--- config.mk ---
export PLATFORM = sky130hd
export DESIGN_NAME = quota_fifo_with_credit_drain_unit
export DESIGN_NICKNAME = d
export VERILOG_FILES = /design/src/hdl/qfcd_pkg.sv /design/src/hdl/qfcd_datapath.sv /design/src/hdl/qfcd_ctrl.sv /design/src/hdl/quota_fifo_with_credit_drain_unit.sv
export SDC_FILE = /design/constraint.sdc
export NUM_CORES = 1
export LEC_CHECK = 0
export ABC_CLOCK_PERIOD_IN_PS = 5400
export BUFFER_PORTS_ARGS = -buffer_cell sky130_fd_sc_hd__buf_4
export CAP_MARGIN = 20
export CORE_MARGIN = 1
export CORE_UTILIZATION = 56
export CTS_CLUSTER_SIZE = 16
export DETAILED_ROUTE_END_ITERATION = 8
export PLACE_DENSITY_LB_ADDON = 0.3
export SLEW_MARGIN = 15
export SYNTH_ARGS = -nofsm -noshare
export SYNTH_HDL_FRONTEND = slang
export SYNTH_SLANG_ARGS = --single-unit
export TNS_END_PERCENT = 10
--- constraint.sdc ---
create_clock -name clock -period 5.4 [get_ports clock]
set_input_delay 0.27 -clock clock [delete_from_list [all_inputs] [get_ports clock]]
set_output_delay 0.27 -clock clock [all_outputs]
set_load 0.02 [all_outputs]
--- src/hdl/qfcd_pkg.sv ---
// Shared constants, status codes and controller/datapath interface types
// for the quota job queue. No dependencies.
package qfcd_pkg;

   localparam int QUEUE_DEPTH = 16;
   localparam int REQUESTERS  = 64;

   localparam int OP_W     = 1;
   localparam int RQ_W     = 6;
   localparam int JOB_W    = 16;
   localparam int PAGES_W  = 12;
   localparam int CREDIT_W = 16;
   localparam int STATUS_W = 3;
   localparam int COUNT_W  = 4;
   localparam int LIMIT_W  = 4;

   localparam int QAW    = $clog2(QUEUE_DEPTH);
   localparam int OCC_W  = $clog2(QUEUE_DEPTH + 1);
   localparam int REQ_AW = $clog2(REQUESTERS);

   localparam logic [LIMIT_W-1:0] LIMIT_RESET = LIMIT_W'(3);

   localparam logic [OP_W-1:0] OP_SUBMIT = 1'b0;
   localparam logic [OP_W-1:0] OP_DRAIN  = 1'b1;

   localparam logic [STATUS_W-1:0] ST_ACCEPTED     = 3'd0;
   localparam logic [STATUS_W-1:0] ST_QUOTA_REJECT = 3'd1;
   localparam logic [STATUS_W-1:0] ST_FULL_REJECT  = 3'd2;
   localparam logic [STATUS_W-1:0] ST_SERVED       = 3'd3;
   localparam logic [STATUS_W-1:0] ST_EMPTIED      = 3'd4;
   localparam logic [STATUS_W-1:0] ST_STOPPED      = 3'd5;

   typedef struct packed {
      logic [RQ_W-1:0]    requester;
      logic [JOB_W-1:0]   job;
      logic [PAGES_W-1:0] pages;
   } job_entry_type;

   // controller -> datapath
   typedef struct packed {
      logic load;         // capture the input beat
      logic cnt_rd_head;  // count lookup for the head job's owner
      logic submit;       // decide, commit and emit the submit result
      logic pop;          // pop head job and emit a served result
      logic emit_final;   // emit the closing drain result
   } cmd_type;

   // datapath -> controller
   typedef struct packed {
      logic item_op;
      logic occ_zero;
      logic head_fits;
      logic out_free;
   } sts_type;

endpackage

--- src/hdl/qfcd_datapath.sv ---
// Datapath of the quota job queue: job store, per-requester counts,
// drain credit, limit register and result register. Uses qfcd_pkg.
module qfcd_datapath import qfcd_pkg::*; (
   input  logic                 clock,
   input  logic                 reset,
   input  logic [OP_W-1:0]      req_opcode,
   input  logic [RQ_W-1:0]      req_requester_id,
   input  logic [JOB_W-1:0]     req_job_id,
   input  logic [PAGES_W-1:0]   req_job_pages,
   input  logic [CREDIT_W-1:0]  req_credit_available,
   input  logic                 csr_valid,
   output logic                 csr_ready,
   input  logic [LIMIT_W-1:0]   csr_per_requester_limit,
   output logic                 rsp_valid,
   input  logic                 rsp_ready,
   output logic [STATUS_W-1:0]  rsp_status,
   output logic [JOB_W-1:0]     rsp_served_job_id,
   output logic [RQ_W-1:0]      rsp_served_requester,
   output logic [PAGES_W-1:0]   rsp_served_pages,
   output logic [CREDIT_W-1:0]  rsp_credit_left,
   output logic [COUNT_W-1:0]   rsp_requester_count,
   output logic                 rsp_last_of_run,
   input  cmd_type              cmd,
   output sts_type              sts
);

   localparam logic [RQ_W:0]    REQ_BOUND = (RQ_W + 1)'(REQUESTERS);
   localparam logic [OCC_W-1:0] OCC_FULL  = OCC_W'(QUEUE_DEPTH);
   localparam logic [QAW-1:0]   IDX_LAST  = QAW'(QUEUE_DEPTH - 1);

   logic [OP_W-1:0]     item_op_ff;
   logic [RQ_W-1:0]     item_rq_ff;
   logic [JOB_W-1:0]    item_job_ff;
   logic [PAGES_W-1:0]  item_pages_ff;
   logic [CREDIT_W-1:0] credit_ff, credit_in;
   logic [LIMIT_W-1:0]  limit_ff, limit_in;
   logic [QAW-1:0]      head_ff, head_in, tail_ff, tail_in;
   logic [OCC_W-1:0]    occ_ff, occ_in;

   job_entry_type       job_mem_ff [QUEUE_DEPTH];
   logic [COUNT_W-1:0]  cnt_mem_ff [REQUESTERS];
   logic [REQUESTERS-1:0] cnt_vld_ff, cnt_vld_in;
   logic [COUNT_W-1:0]  cnt_rd_ff;
   logic                cnt_rd_vld_ff;

   logic                rsp_valid_ff, rsp_valid_in;
   logic [STATUS_W-1:0] rsp_status_ff;
   logic [JOB_W-1:0]    rsp_job_ff;
   logic [RQ_W-1:0]     rsp_rq_ff;
   logic [PAGES_W-1:0]  rsp_pages_ff;
   logic [CREDIT_W-1:0] rsp_credit_ff;
   logic [COUNT_W-1:0]  rsp_count_ff;
   logic                rsp_last_ff;

   job_entry_type       head_entry;
   logic [COUNT_W-1:0]  cnt_cur;
   logic                rq_in_range;
   logic                quota_hit;
   logic                q_full;
   logic                sub_accept;
   logic [CREDIT_W-1:0] credit_after;
   logic [REQ_AW-1:0]   cnt_rd_addr;
   logic [REQ_AW-1:0]   cnt_wr_addr;
   logic                cnt_wr_en;
   logic [COUNT_W-1:0]  cnt_wr_data;
   logic                emit_any;

   always_comb begin
      head_entry   = job_mem_ff[head_ff];
      cnt_cur      = cnt_rd_vld_ff ? cnt_rd_ff : '0;
      rq_in_range  = {1'b0, item_rq_ff} < REQ_BOUND;
      quota_hit    = !rq_in_range || (cnt_cur >= limit_ff);
      q_full       = occ_ff >= OCC_FULL;
      sub_accept   = cmd.submit && !quota_hit && !q_full;
      credit_after = credit_ff - CREDIT_W'(head_entry.pages);
      emit_any     = cmd.submit || cmd.pop || cmd.emit_final;

      cnt_rd_addr = cmd.cnt_rd_head ? head_entry.requester[REQ_AW-1:0]
                                    : item_rq_ff[REQ_AW-1:0];
      cnt_wr_en   = sub_accept || cmd.pop;
      cnt_wr_addr = cmd.pop ? head_entry.requester[REQ_AW-1:0]
                            : item_rq_ff[REQ_AW-1:0];
      // drop the owner's count on pop, never below zero
      cnt_wr_data = cmd.pop ? (cnt_cur - COUNT_W'(cnt_cur != '0))
                            : (cnt_cur + COUNT_W'(1));
   end

   always_comb begin
      limit_in   = (csr_valid && csr_ready) ? csr_per_requester_limit : limit_ff;
      head_in    = head_ff;
      tail_in    = tail_ff;
      occ_in     = occ_ff;
      cnt_vld_in = cnt_vld_ff;
      credit_in  = credit_ff;
      if (cmd.load) begin
         credit_in = req_credit_available;
      end
      if (sub_accept) begin
         tail_in = (tail_ff == IDX_LAST) ? '0 : tail_ff + QAW'(1);
         occ_in  = occ_ff + OCC_W'(1);
         cnt_vld_in[cnt_wr_addr] = 1'b1;
      end
      if (cmd.pop) begin
         head_in   = (head_ff == IDX_LAST) ? '0 : head_ff + QAW'(1);
         occ_in    = occ_ff - OCC_W'(1);
         credit_in = credit_after;
      end
      if (emit_any) begin
         rsp_valid_in = 1'b1;
      end else if (rsp_ready) begin
         rsp_valid_in = 1'b0;
      end else begin
         rsp_valid_in = rsp_valid_ff;
      end
   end

   always_ff @(posedge clock) begin
      if (reset) begin
         limit_ff     <= LIMIT_RESET;
         head_ff      <= '0;
         tail_ff      <= '0;
         occ_ff       <= '0;
         cnt_vld_ff   <= '0;
         rsp_valid_ff <= 1'b0;
      end else begin
         limit_ff     <= limit_in;
         head_ff      <= head_in;
         tail_ff      <= tail_in;
         occ_ff       <= occ_in;
         cnt_vld_ff   <= cnt_vld_in;
         rsp_valid_ff <= rsp_valid_in;
      end
   end

   always_ff @(posedge clock) begin
      credit_ff <= credit_in;
      if (cmd.load) begin
         item_op_ff    <= req_opcode;
         item_rq_ff    <= req_requester_id;
         item_job_ff   <= req_job_id;
         item_pages_ff <= req_job_pages;
      end
      if (sub_accept) begin
         job_mem_ff[tail_ff] <= '{requester: item_rq_ff, job: item_job_ff,
                                  pages: item_pages_ff};
      end
   end

   // count memory: one write and one registered read per cycle
   always_ff @(posedge clock) begin
      if (cnt_wr_en) begin
         cnt_mem_ff[cnt_wr_addr] <= cnt_wr_data;
      end
      cnt_rd_ff     <= cnt_mem_ff[cnt_rd_addr];
      cnt_rd_vld_ff <= cnt_vld_ff[cnt_rd_addr];
   end

   always_ff @(posedge clock) begin
      if (cmd.submit) begin
         rsp_status_ff <= quota_hit ? ST_QUOTA_REJECT :
                          q_full    ? ST_FULL_REJECT  : ST_ACCEPTED;
         rsp_job_ff    <= '0;
         rsp_rq_ff     <= '0;
         rsp_pages_ff  <= '0;
         rsp_credit_ff <= '0;
         rsp_count_ff  <= rq_in_range ? cnt_cur : '0;
         rsp_last_ff   <= 1'b1;
      end else if (cmd.pop) begin
         rsp_status_ff <= ST_SERVED;
         rsp_job_ff    <= head_entry.job;
         rsp_rq_ff     <= head_entry.requester;
         rsp_pages_ff  <= head_entry.pages;
         rsp_credit_ff <= credit_after;
         rsp_count_ff  <= '0;
         rsp_last_ff   <= 1'b0;
      end else if (cmd.emit_final) begin
         rsp_status_ff <= (occ_ff == '0) ? ST_EMPTIED : ST_STOPPED;
         rsp_job_ff    <= '0;
         rsp_rq_ff     <= '0;
         rsp_pages_ff  <= '0;
         rsp_credit_ff <= credit_ff;
         rsp_count_ff  <= '0;
         rsp_last_ff   <= 1'b1;
      end
   end

   assign csr_ready            = 1'b1;
   assign rsp_valid            = rsp_valid_ff;
   assign rsp_status           = rsp_status_ff;
   assign rsp_served_job_id    = rsp_job_ff;
   assign rsp_served_requester = rsp_rq_ff;
   assign rsp_served_pages     = rsp_pages_ff;
   assign rsp_credit_left      = rsp_credit_ff;
   assign rsp_requester_count  = rsp_count_ff;
   assign rsp_last_of_run      = rsp_last_ff;

   assign sts.item_op   = item_op_ff;
   assign sts.occ_zero  = occ_ff == '0;
   assign sts.head_fits = {{(CREDIT_W - PAGES_W){1'b0}}, head_entry.pages} <= credit_ff;
   assign sts.out_free  = !rsp_valid_ff || rsp_ready;

   a_occ_bound: assert property (@(posedge clock) disable iff (reset)
      occ_ff <= OCC_FULL)
      else $error("occupancy above queue depth");

   a_pop_legal: assert property (@(posedge clock) disable iff (reset)
      cmd.pop |-> (occ_ff != '0) && sts.head_fits)
      else $error("pop of empty queue or of a job the credit does not cover");

   a_push_count: assert property (@(posedge clock) disable iff (reset)
      sub_accept |=> occ_ff == $past(occ_ff) + OCC_W'(1))
      else $error("accepted submit did not grow the queue");

endmodule

--- src/hdl/qfcd_ctrl.sv ---
// Sequencer of the quota job queue: steps submits and drains and issues
// datapath commands. Uses qfcd_pkg.
module qfcd_ctrl import qfcd_pkg::*; (
   input  logic    clock,
   input  logic    reset,
   input  logic    req_valid,
   output logic    req_ready,
   input  sts_type sts,
   output cmd_type cmd
);

   localparam logic [2:0] S_IDLE   = 3'd0;
   localparam logic [2:0] S_SUB_RD = 3'd1;
   localparam logic [2:0] S_SUB_DO = 3'd2;
   localparam logic [2:0] S_DR_RD  = 3'd3;
   localparam logic [2:0] S_DR_POP = 3'd4;

   logic [2:0] state_ff, state_in;

   always_comb begin
      state_in  = state_ff;
      cmd       = '0;
      req_ready = 1'b0;
      case (state_ff)
         S_IDLE: begin
            req_ready = 1'b1;
            if (req_valid) begin
               cmd.load = 1'b1;
               state_in = S_SUB_RD;
            end
         end
         S_SUB_RD: begin
            // count lookup for the submitter runs this cycle
            state_in = (sts.item_op == OP_DRAIN) ? S_DR_RD : S_SUB_DO;
         end
         S_SUB_DO: begin
            if (sts.out_free) begin
               cmd.submit = 1'b1;
               state_in   = S_IDLE;
            end
         end
         S_DR_RD: begin
            cmd.cnt_rd_head = 1'b1;
            if (sts.occ_zero || !sts.head_fits) begin
               if (sts.out_free) begin
                  cmd.emit_final = 1'b1;
                  state_in       = S_IDLE;
               end
            end else begin
               state_in = S_DR_POP;
            end
         end
         S_DR_POP: begin
            // hold the head job until the result register frees up; keep
            // the owner's count in the read register meanwhile
            cmd.cnt_rd_head = 1'b1;
            if (sts.out_free) begin
               cmd.pop  = 1'b1;
               state_in = S_DR_RD;
            end
         end
         default: begin
            state_in = S_IDLE;
         end
      endcase
   end

   always_ff @(posedge clock) begin
      if (reset) begin
         state_ff <= S_IDLE;
      end else begin
         state_ff <= state_in;
      end
   end

   a_emit_slot: assert property (@(posedge clock) disable iff (reset)
      (cmd.submit || cmd.pop || cmd.emit_final) |-> sts.out_free)
      else $error("result emitted while result register occupied");

   a_one_item: assert property (@(posedge clock) disable iff (reset)
      (req_valid && req_ready) |=> !req_ready)
      else $error("second beat taken while an item is in progress");

   a_pop_then_look: assert property (@(posedge clock) disable iff (reset)
      cmd.pop |=> state_ff == S_DR_RD)
      else $error("drain did not return to head check after a pop");

endmodule

--- src/hdl/quota_fifo_with_credit_drain_unit.sv ---
// Top level of the quota job queue: sequencer plus datapath.
// Depends on qfcd_pkg, qfcd_ctrl and qfcd_datapath.
//
// Submit: the beat is captured, the submitter's count read, then the result
// registered; one item in flight at a time, the next beat taken in idle.
// Drain: a head check then a pop per served job, then the final result,
// after which the block returns to idle for the next beat; each result
// also waits on a free result register.
// Synchronous reset empties the queue, zeroes all counts and sets the
// limit to 3; no clearing pass, the block takes a beat right after reset.
module quota_fifo_with_credit_drain_unit import qfcd_pkg::*; (
   input  logic                 clock,
   input  logic                 reset,
   input  logic                 req_valid,
   output logic                 req_ready,
   input  logic [OP_W-1:0]      req_opcode,
   input  logic [RQ_W-1:0]      req_requester_id,
   input  logic [JOB_W-1:0]     req_job_id,
   input  logic [PAGES_W-1:0]   req_job_pages,
   input  logic [CREDIT_W-1:0]  req_credit_available,
   input  logic                 csr_valid,
   output logic                 csr_ready,
   input  logic [LIMIT_W-1:0]   csr_per_requester_limit,
   output logic                 rsp_valid,
   input  logic                 rsp_ready,
   output logic [STATUS_W-1:0]  rsp_status,
   output logic [JOB_W-1:0]     rsp_served_job_id,
   output logic [RQ_W-1:0]      rsp_served_requester,
   output logic [PAGES_W-1:0]   rsp_served_pages,
   output logic [CREDIT_W-1:0]  rsp_credit_left,
   output logic [COUNT_W-1:0]   rsp_requester_count,
   output logic                 rsp_last_of_run
);

   cmd_type cmd;
   sts_type sts;

   qfcd_ctrl u_ctrl (
      .clock     (clock),
      .reset     (reset),
      .req_valid (req_valid),
      .req_ready (req_ready),
      .sts       (sts),
      .cmd       (cmd)
   );

   qfcd_datapath u_datapath (
      .clock                   (clock),
      .reset                   (reset),
      .req_opcode              (req_opcode),
      .req_requester_id        (req_requester_id),
      .req_job_id              (req_job_id),
      .req_job_pages           (req_job_pages),
      .req_credit_available    (req_credit_available),
      .csr_valid               (csr_valid),
      .csr_ready               (csr_ready),
      .csr_per_requester_limit (csr_per_requester_limit),
      .rsp_valid               (rsp_valid),
      .rsp_ready               (rsp_ready),
      .rsp_status              (rsp_status),
      .rsp_served_job_id       (rsp_served_job_id),
      .rsp_served_requester    (rsp_served_requester),
      .rsp_served_pages        (rsp_served_pages),
      .rsp_credit_left         (rsp_credit_left),
      .rsp_requester_count     (rsp_requester_count),
      .rsp_last_of_run         (rsp_last_of_run),
      .cmd                     (cmd),
      .sts                     (sts)
   );

endmodule
==> metrics.md, run 1 <==
| Metric | Value |
|---|---|
| Status | `completed` |
| Sw Share | `between 20% and 30%` |
| Slowest library cell on the worst path | `dfxtp_4` |
| Die Area | `0.0713 mm2` |
| Pleak | `~15 nW` |
| Via count | `roughly 23k` |
| Post-synth ARST share | `0%` |
| Crit end category | `register` |
| Share of the yosys chip area belonging to registers | `between 70% and 80%` |
| Final setup fails | `0` |
| Final hold vios | `0` |
| Pre-CTS WS | `~0.56 ns` |
| Number of synthesized flops with an enable pin | `~860` |
| Worst path required time | `5.91 ns` |
| Fillers | `4554` |
| Setup Crit Path Kind | `reg -> reg` |
| Core Area | `~0.07 mm2` |
| Crit-path max FO | `29` |
| Seq pwr share | `between 50% and 60%` |
| Crit start category | `register` |
| Netlist Area Pre-Place | `a little under 0.04 mm2` |
| Tcrit/Tclk final | `around nine tenths` |
| Final number of max-transition violations | `0` |
| Area of the multi-input gates | `slightly above 0.01 mm2` |
| Die W | `around 270 um` |
| Aggregate global routing overflow | `0` |
| R2R Setup Slk | `approximately 0.51 ns` |
| Switching Power | `0.00387 W` |
| Cell variety after synth | `between 60 and 70` |
| CTS sink cnt | `roughly 1.0k` |
| # nets final | `2800` |
| Crit-path leading delay family | `compound AO/OA/AOI/OAI gates` |
| Placer Congestion | `a little over 0.9` |
| Io pins | `121` |
| Most frequent cells in the layout | `edfxtp_1, nand2_1, nor2_1, buf_4, mux4_2` |
| Worst path most repeated cell | `a21oi_1` |
| Row cnt | `between 90 and 100` |
| Clock Tree Buf Depth | `3` |
| Yosys reg bits | `roughly 1k` |
| H-tree depth | `3` |
| Sequential Area | `between 0.02 and 0.03 mm2` |
| Peak supply drop | `about 0.00029 V` |
| Clock Pin Slew Worst Setup and Hold Paths | `0.06 ns` |
| Clk_skew | `a little over 0.06 ns` |
| DRT Pass-1 Iters | `9` |
| Post_cts resized | `0` |
| CTS Buf Count | `100` |
| F_max | `approximately 0.2 GHz` |
| Number of diodes | `0` |
| Post-layout worst setup margin | `0.513 ns` |
| Worst-Margin Slew | `1.16 ns` |
| Global-route usage over all layers | `between 20% and 30%` |
| Root Driver | `clkbuf_16` |
| Logic gate share of total power | `around 7.2%` |
| Cells after Synth | `~2.5k` |
| Setup TNS | `0 ns` |
| RSZ-0062 raised after global routing | `false` |
| Antenna Nets Post-Route | `0` |
| First-pass GRT wire length | `approximately 140 mm` |
| Initial drt markers | `roughly 2.7k` |
| Internal | `between 0.01 and 0.015 W` |
| Worst Path Arrival | `5.40 ns` |
| Crit-path max cell delay | `approximately 0.65 ns` |
| Yosys warning total | `0` |
| HPWL Detailed | `52.6 mm` |
| Syn_nets | `2580` |
| Number of remaining DRC errors | `0` |
| Max Cap Viol | `0` |
| CP Cell Sequence | `buf_4, mux4_2, mux4_2, inv_1, ha_1, a21oi_1, nor2_1, nor3_1, o21ai_0, a21oi_1, a22oi_2, buf_4, and2_1, a21oi_1, nor2_1` |
| Min-Delay Startpoint | `reset` |
| Area grow syn2layout | `15.7%` |
| Clock power share | `about two fifths` |
| CTS tree | `yes` |
| # port buffers | `119` |
| Ratio of cells with drive above 1 in the final layout | `around a fifth` |
| Clk Latency, worst-skew pair | `0.68 ns` |
| Synth Flop Type | `edfxtp_1` |
| Post-Syn Area per Cell | `between 15 and 20 um2` |
| Largest net degree at the start of global routing | `85` |
| DR vias/cell | `a little over 6` |
| Hold Crit Class | `in -> reg` |
| Vias in the first global route | `between 20k and 25k` |
| Initial antenna violation count | `1` |
| Total Wirelength | `between 90 and 100 mm` |
| Slew margin rel. | `around 23%` |
| Buffers and inverters on the worst path | `3` |
| PD cells | `374 mW/mm2` |
| Initial Util | `around 57%` |
| Tmin final | `4.89 ns` |
| Commonest non-fill, non-tap cell in the layout | `edfxtp_1` |
| Drt wl/cell | `about 24 um` |
| Die Ht | `around 270 um` |
| Fin Hold WS | `between 0.2 and 0.25 ns` |
==> worst reg2reg max path, delay by kind of cell (launching register included) <==
kind,cells,cell delay [ns]
DFF,1,0.65
muxes,2,1.09
adders and majority gates,1,0.29
AOI/OAI and AO/OA,5,1.11
buffers and inverters,3,0.82
and+or+nand+nor,4,0.77
==> logic make-up (layout without fill, tap and decap cells) <==
kind of cell,count (synthesis),after routing,synth area share (%)
AOI/OAI and AO/OA,283,283,4.50
xor gates and xnor gates,22,22,0.490
adders and majority gates,30,30,1.01
buffers and inverters,162,469,1.80
DFF,1003,1003,72.8
muxes,223,223,11.1
other,1,1,0.00953
and+or+nand+nor,766,766,8.29
==> metal layers <==
layer	vias up	share of wire [%]	GRT usage, %
li1	9945	-	-
met2	1158	48	41.3
met4	2	2.4	8.09
met3	165	8.6	3.62
met1	11600	41	37.1
met5	-	0.013	0
==> final timing paths <==
path,endpoint,depth (start not counted)
max,u_datapath.rsp_served_requester[5]$_SDFFE_PP0P_,15
min,u_datapath.cnt_vld_ff[60]$_SDFFE_PP0P_,2
max reg2reg,u_datapath.rsp_served_requester[5]$_SDFFE_PP0P_,15
min reg2reg,u_datapath.rsp_served_requester[2]$_SDFFE_PP0P_,2
==> repair_timing <==
action / 4_1_cts / 5_1_grt
endpoints found under the hold margin: 56 / 0
hold buffers: 61 / 0
setup buffers: 0 / 0
==> synthesized netlist by cell type, types with 11 or more instances <==
cell type / instances / area share (%)
nor2_1: 201 / 1.9
a31oi_1: 42 / 0.67
ha_1: 27 / 0.86
dfxtp_1: 145 / 7.4
buf_2: 44 / 0.56
xnor2_1: 12 / 0.27
and2_1: 11 / 0.17
nand2_1: 373 / 3.6
mux2i_1: 50 / 1.3
buf_1: 16 / 0.15
edfxtp_1: 858 / 65
nand4_1: 26 / 0.41
mux4_2: 167 / 9.6
a21o_1: 15 / 0.29
o21ai_0: 27 / 0.34
a21oi_1: 127 / 1.6
clkbuf_1: 58 / 0.55
nand3_1: 95 / 1.2
a32oi_1: 32 / 0.71
a22o_1: 15 / 0.33
inv_1: 34 / 0.32
and3_1: 13 / 0.21
==> per-stage QoR <==
| step | util, % | std cells | power (W) | instance area [um2] |
|---|---|---|---|---|
| final | 65.9 | 3728 | 0.0170 | 45500 |
| after global routing | 65.9 | 3728 | 0.0175 | 45500 |
| after CTS | 65.9 | 3728 | 0.0171 | 45500 |
| after detailed placement | 60.2 | 3478 | 0.0102 | 41600 |
| after global placement | 60.2 | 3478 | 0.0102 | 41600 |
| after floorplan | - | 2490 | 0.00971 | 39400 |
==> state kept, by name, summed over array words and instances, names as in the netlist, 3 cells and up, named ones only <==
name,flops
u_datapath.rsp_status,3
u_datapath.cnt_mem_ff,256
u_datapath.rsp_served_pages,12
u_datapath.item_job_ff,16
u_datapath.head_ff,4
u_datapath.rsp_served_job_id,16
u_datapath.item_pages_ff,12
u_datapath.cnt_rd_ff,4
u_datapath.cnt_vld_ff,64
u_datapath.limit_ff,4
u_datapath.rsp_served_requester,6
u_datapath.job_mem_ff,544
u_datapath.credit_ff,16
u_ctrl.state_ff,3
u_datapath.rsp_requester_count,4
u_datapath.occ_ff,5
u_datapath.rsp_credit_left,16
u_datapath.tail_ff,4
u_datapath.item_rq_ff,6
==> final cells by class <==
cell class / instances / area share, %
clock buffers: 134 / 6.11
clock inverters: 55 / 1.23
inverters: 35 / 0.288
multi-input cells: 1325 / 22.3
flip-flops and latches: 1003 / 63.0
well taps: 931 / 2.56
repair buffers: 245 / 4.54
==> power by group through the flow <==
| stage | Sequential, W | Combinational [W] | Clock (W) |
|---|---|---|---|
| finish | 0.00889 | 0.00123 | 0.00692 |
| CTS | 0.00888 | 0.00123 | 0.00699 |
| global placement | 0.00903 | 0.00115 | 0 |
| detailed placement | 0.00905 | 0.00118 | 0 |
| global route | 0.00890 | 0.00132 | 0.00729 |
| floorplan | 0.00905 | 0.000657 | 0 |
(Power assumes the default switching activity.)
==> run 2, diff against run 1 <==
MAX_ROUTING_LAYER = met4   (was unset)
PLACE_DENSITY_LB_ADDON = 0.1   (was 0.3)
==> metrics.md, run 2 (synthesis gave the netlist of run 1 again) <==
| Metric | Value |
|---|---|
| Tcrit/Tclk final | `86.6% (was 90.5%)` |
| Post-layout worst setup margin | `0.722 ns (was 0.513 ns)` |
| Antenna Nets Post-Route | `0 (unchanged)` |
| Final setup fails | `0 (unchanged)` |
| # nets final | `2794 (was 2800)` |
| Global-route usage over all layers | `27.3% (was 25.8%)` |
| Busiest grt layer | `met2 (unchanged)` |
| Total Wirelength | `92.3 mm (was 91.2 mm)` |
| Hold Crit Class | `in -> reg (unchanged)` |
| CTS sink cnt | `1003 (unchanged)` |
| Die Area | `0.0713 mm2 (unchanged)` |
| Setup Crit Path Kind | `reg -> reg (unchanged)` |
| Number of remaining DRC errors | `0 (unchanged)` |
| Internal | `0.0131 W (was 0.0132 W)` |
| Setup TNS | `0 ns (unchanged)` |
| Initial antenna violation count | `0 (was 1)` |
| Crit start category | `register (unchanged)` |
| GRT met1 Usage | `38.1% (was 37.1%)` |
| Final number of max-transition violations | `0 (unchanged)` |
| Crit end category | `register (unchanged)` |
| Clock Tree Buf Depth | `3 (unchanged)` |
| Fin Hold WS | `0.0737 ns (was 0.210 ns)` |
| Met2 global-route usage | `42.6% (was 41.3%)` |
| Seq pwr share | `52.3% (was 52.1%)` |
| F_max | `0.214 GHz (was 0.205 GHz)` |
| Max FFs per register | `544 (unchanged)` |
| Vias in the first global route | `22.6k (was 22.7k)` |
| CTS tree | `yes (unchanged)` |
| Pre-CTS WS | `0.772 ns (was 0.560 ns)` |
| Commonest non-fill, non-tap cell in the layout | `edfxtp_1 (unchanged)` |
| Logic gate share of total power | `7.2% (about the same)` |
| Final hold vios | `0 (unchanged)` |
| Worst Path Arrival | `5.05 ns (was 5.40 ns)` |
| Slew margin rel. | `28.5% (was 22.8%)` |
| # port buffers | `119 (unchanged)` |
| Clock power share | `40.4% (was 40.6%)` |
| Crit-path max FO | `28 (was 29)` |
| DRT Pass-1 Iters | `5 (was 9)` |
| Area grow syn2layout | `15.6% (was 15.7%)` |
| PD cells | `373 mW/mm2 (was 374 mW/mm2)` |
| Initial drt markers | `2158 (was 2716)` |
| First-pass GRT wire length | `139 mm (was 137 mm)` |
| Largest Register | `u_datapath.job_mem_ff (unchanged)` |
| Pleak | `15.2 nW (was 15.3 nW)` |
| Placer Congestion | `0.861 (was 0.916)` |
| Met3 Use GR | `3.72% (was 3.62%)` |
| Post-CTS Setup Inserts | `0 (unchanged)` |
| CTS Buf Count | `101 (was 100)` |
| Row cnt | `96 (unchanged)` |
| HPWL Detailed | `54.1 mm (was 52.6 mm)` |
| Worst path required time | `5.77 ns (was 5.91 ns)` |
| Switching Power | `0.00391 W (was 0.00387 W)` |
| Status | `completed (unchanged)` |
| Drt wl/cell | `24.8 um (was 24.5 um)` |
| Clk_skew | `0.0268 ns (was 0.0615 ns)` |
| Core Area | `0.0691 mm2 (unchanged)` |
| Max Cap Viol | `0 (unchanged)` |
| Via count | `22.6k (was 22.9k)` |
| Root Driver | `clkbuf_16 (unchanged)` |
| Peak supply drop | `0.000302 V (was 0.000288 V)` |
| Clock Pin Slew Worst Setup and Hold Paths | `0.06 ns (about the same)` |
| Number of diodes | `0 (unchanged)` |
| Largest net degree at the start of global routing | `85 (unchanged)` |
| Worst-Margin Slew | `1.04 ns (was 1.16 ns)` |
| Tmin final | `4.68 ns (was 4.89 ns)` |
| Die Ht | `267 um (unchanged)` |
| Sw Share | `23.0% (was 22.7%)` |
| Regs by FF count | `u_datapath.job_mem_ff (544), u_datapath.cnt_mem_ff (256), u_datapath.cnt_vld_ff (64) (unchanged)` |
| Clk Latency, worst-skew pair | `0.66 ns (was 0.68 ns)` |
| RSZ-0062 raised after global routing | `false (unchanged)` |
| Io pins | `121 (unchanged)` |
| Initial Util | `57.0% (unchanged)` |
| Aggregate global routing overflow | `0 (unchanged)` |
| Ratio of cells with drive above 1 in the final layout | `19.8% (was 19.9%)` |
| Die W | `267 um (unchanged)` |
| Most frequent cells in the layout | `edfxtp_1, nand2_1, nor2_1, mux4_2, buf_4 (was edfxtp_1, nand2_1, nor2_1, buf_4, mux4_2)` |
| H-tree depth | `3 (unchanged)` |
| DR vias/cell | `6.07 (was 6.13)` |
## run 2: critical path, stage by stage (launching register included)
cell and delay (ns):
dfxtp_4 0.73, mux4_2 0.60, mux4_2 0.53, inv_1 0.08
ha_1 0.23, nor2b_1 0.13, o21ai_0 0.20, a21boi_0 0.16
o21ai_0 0.28, a21oi_1 0.14, o21a_1 0.21, o21ai_0 0.31
or3b_2 0.49, xor2_1 0.19, o21ai_0 0.10
## run 2: path summary, 6_finish.rpt
kind                                         start                                    end  slack (ns)  cells past startpoint
max reg2reg                               register     u_datapath.credit_ff[15]$_DFFE_PP_        0.72                     14
min                        req_credit_available[0]      u_datapath.credit_ff[0]$_DFFE_PP_        0.07                      3
max                                       register     u_datapath.credit_ff[15]$_DFFE_PP_        0.72                     14
min reg2reg  u_datapath.cnt_vld_ff[5]$_SDFFE_PP0P_  u_datapath.cnt_vld_ff[5]$_SDFFE_PP0P_        0.47                      2
## run 2: layout make-up
type | instances | area (um2)
clock buffer | 136 | 2800
clock inverter | 56 | 504
fill | 4771 | 23600
inverter | 35 | 133
multi-input combinational | 1325 | 10200
sequential | 1003 | 28700
tap | 931 | 1160
timing repair buffer | 238 | 2070
## run 2: metal layers
metal / routed length, um / vias up
met4: 1920 / 0
met2: 44800 / 911
met3: 6420 / 137
met5: 0 / -
li1: - / 9965
met1: 39100 / 11600
## run 2: repair_timing
item	4_1_cts	5_1_grt
resized for setup	0	0
hold buffers	60	0
endpoints found under the setup margin	0	0
hold endpoints to repair	55	0
## run 2: power groups by stage
| stage | sequential, W | combinational (W) | clock [W] |
|---|---|---|---|
| 6_report | 0.00889 | 0.00123 | 0.00686 |
| 5_1_grt | 0.00890 | 0.00133 | 0.00724 |
| 4_1_cts | 0.00889 | 0.00123 | 0.00696 |
| 3_5_place_dp | 0.00905 | 0.00119 | 0 |
| 3_3_place_gp | 0.00904 | 0.00119 | 0 |
| 2_1_floorplan | 0.00905 | 0.000657 | 0 |
## run 2: metrics by stage
stage / cells / cell area [um2] / util, % / total power, W
6_report: 3724 / 45500 / 65.9 / 0.0170
5_1_grt: 3724 / 45500 / 65.9 / 0.0175
4_1_cts: 3723 / 45500 / 65.9 / 0.0171
3_5_place_dp: 3471 / 41600 / 60.2 / 0.0102
3_3_place_gp: 3471 / 41600 / 60.2 / 0.0102
2_1_floorplan: 2490 / 39400 / - / 0.00971
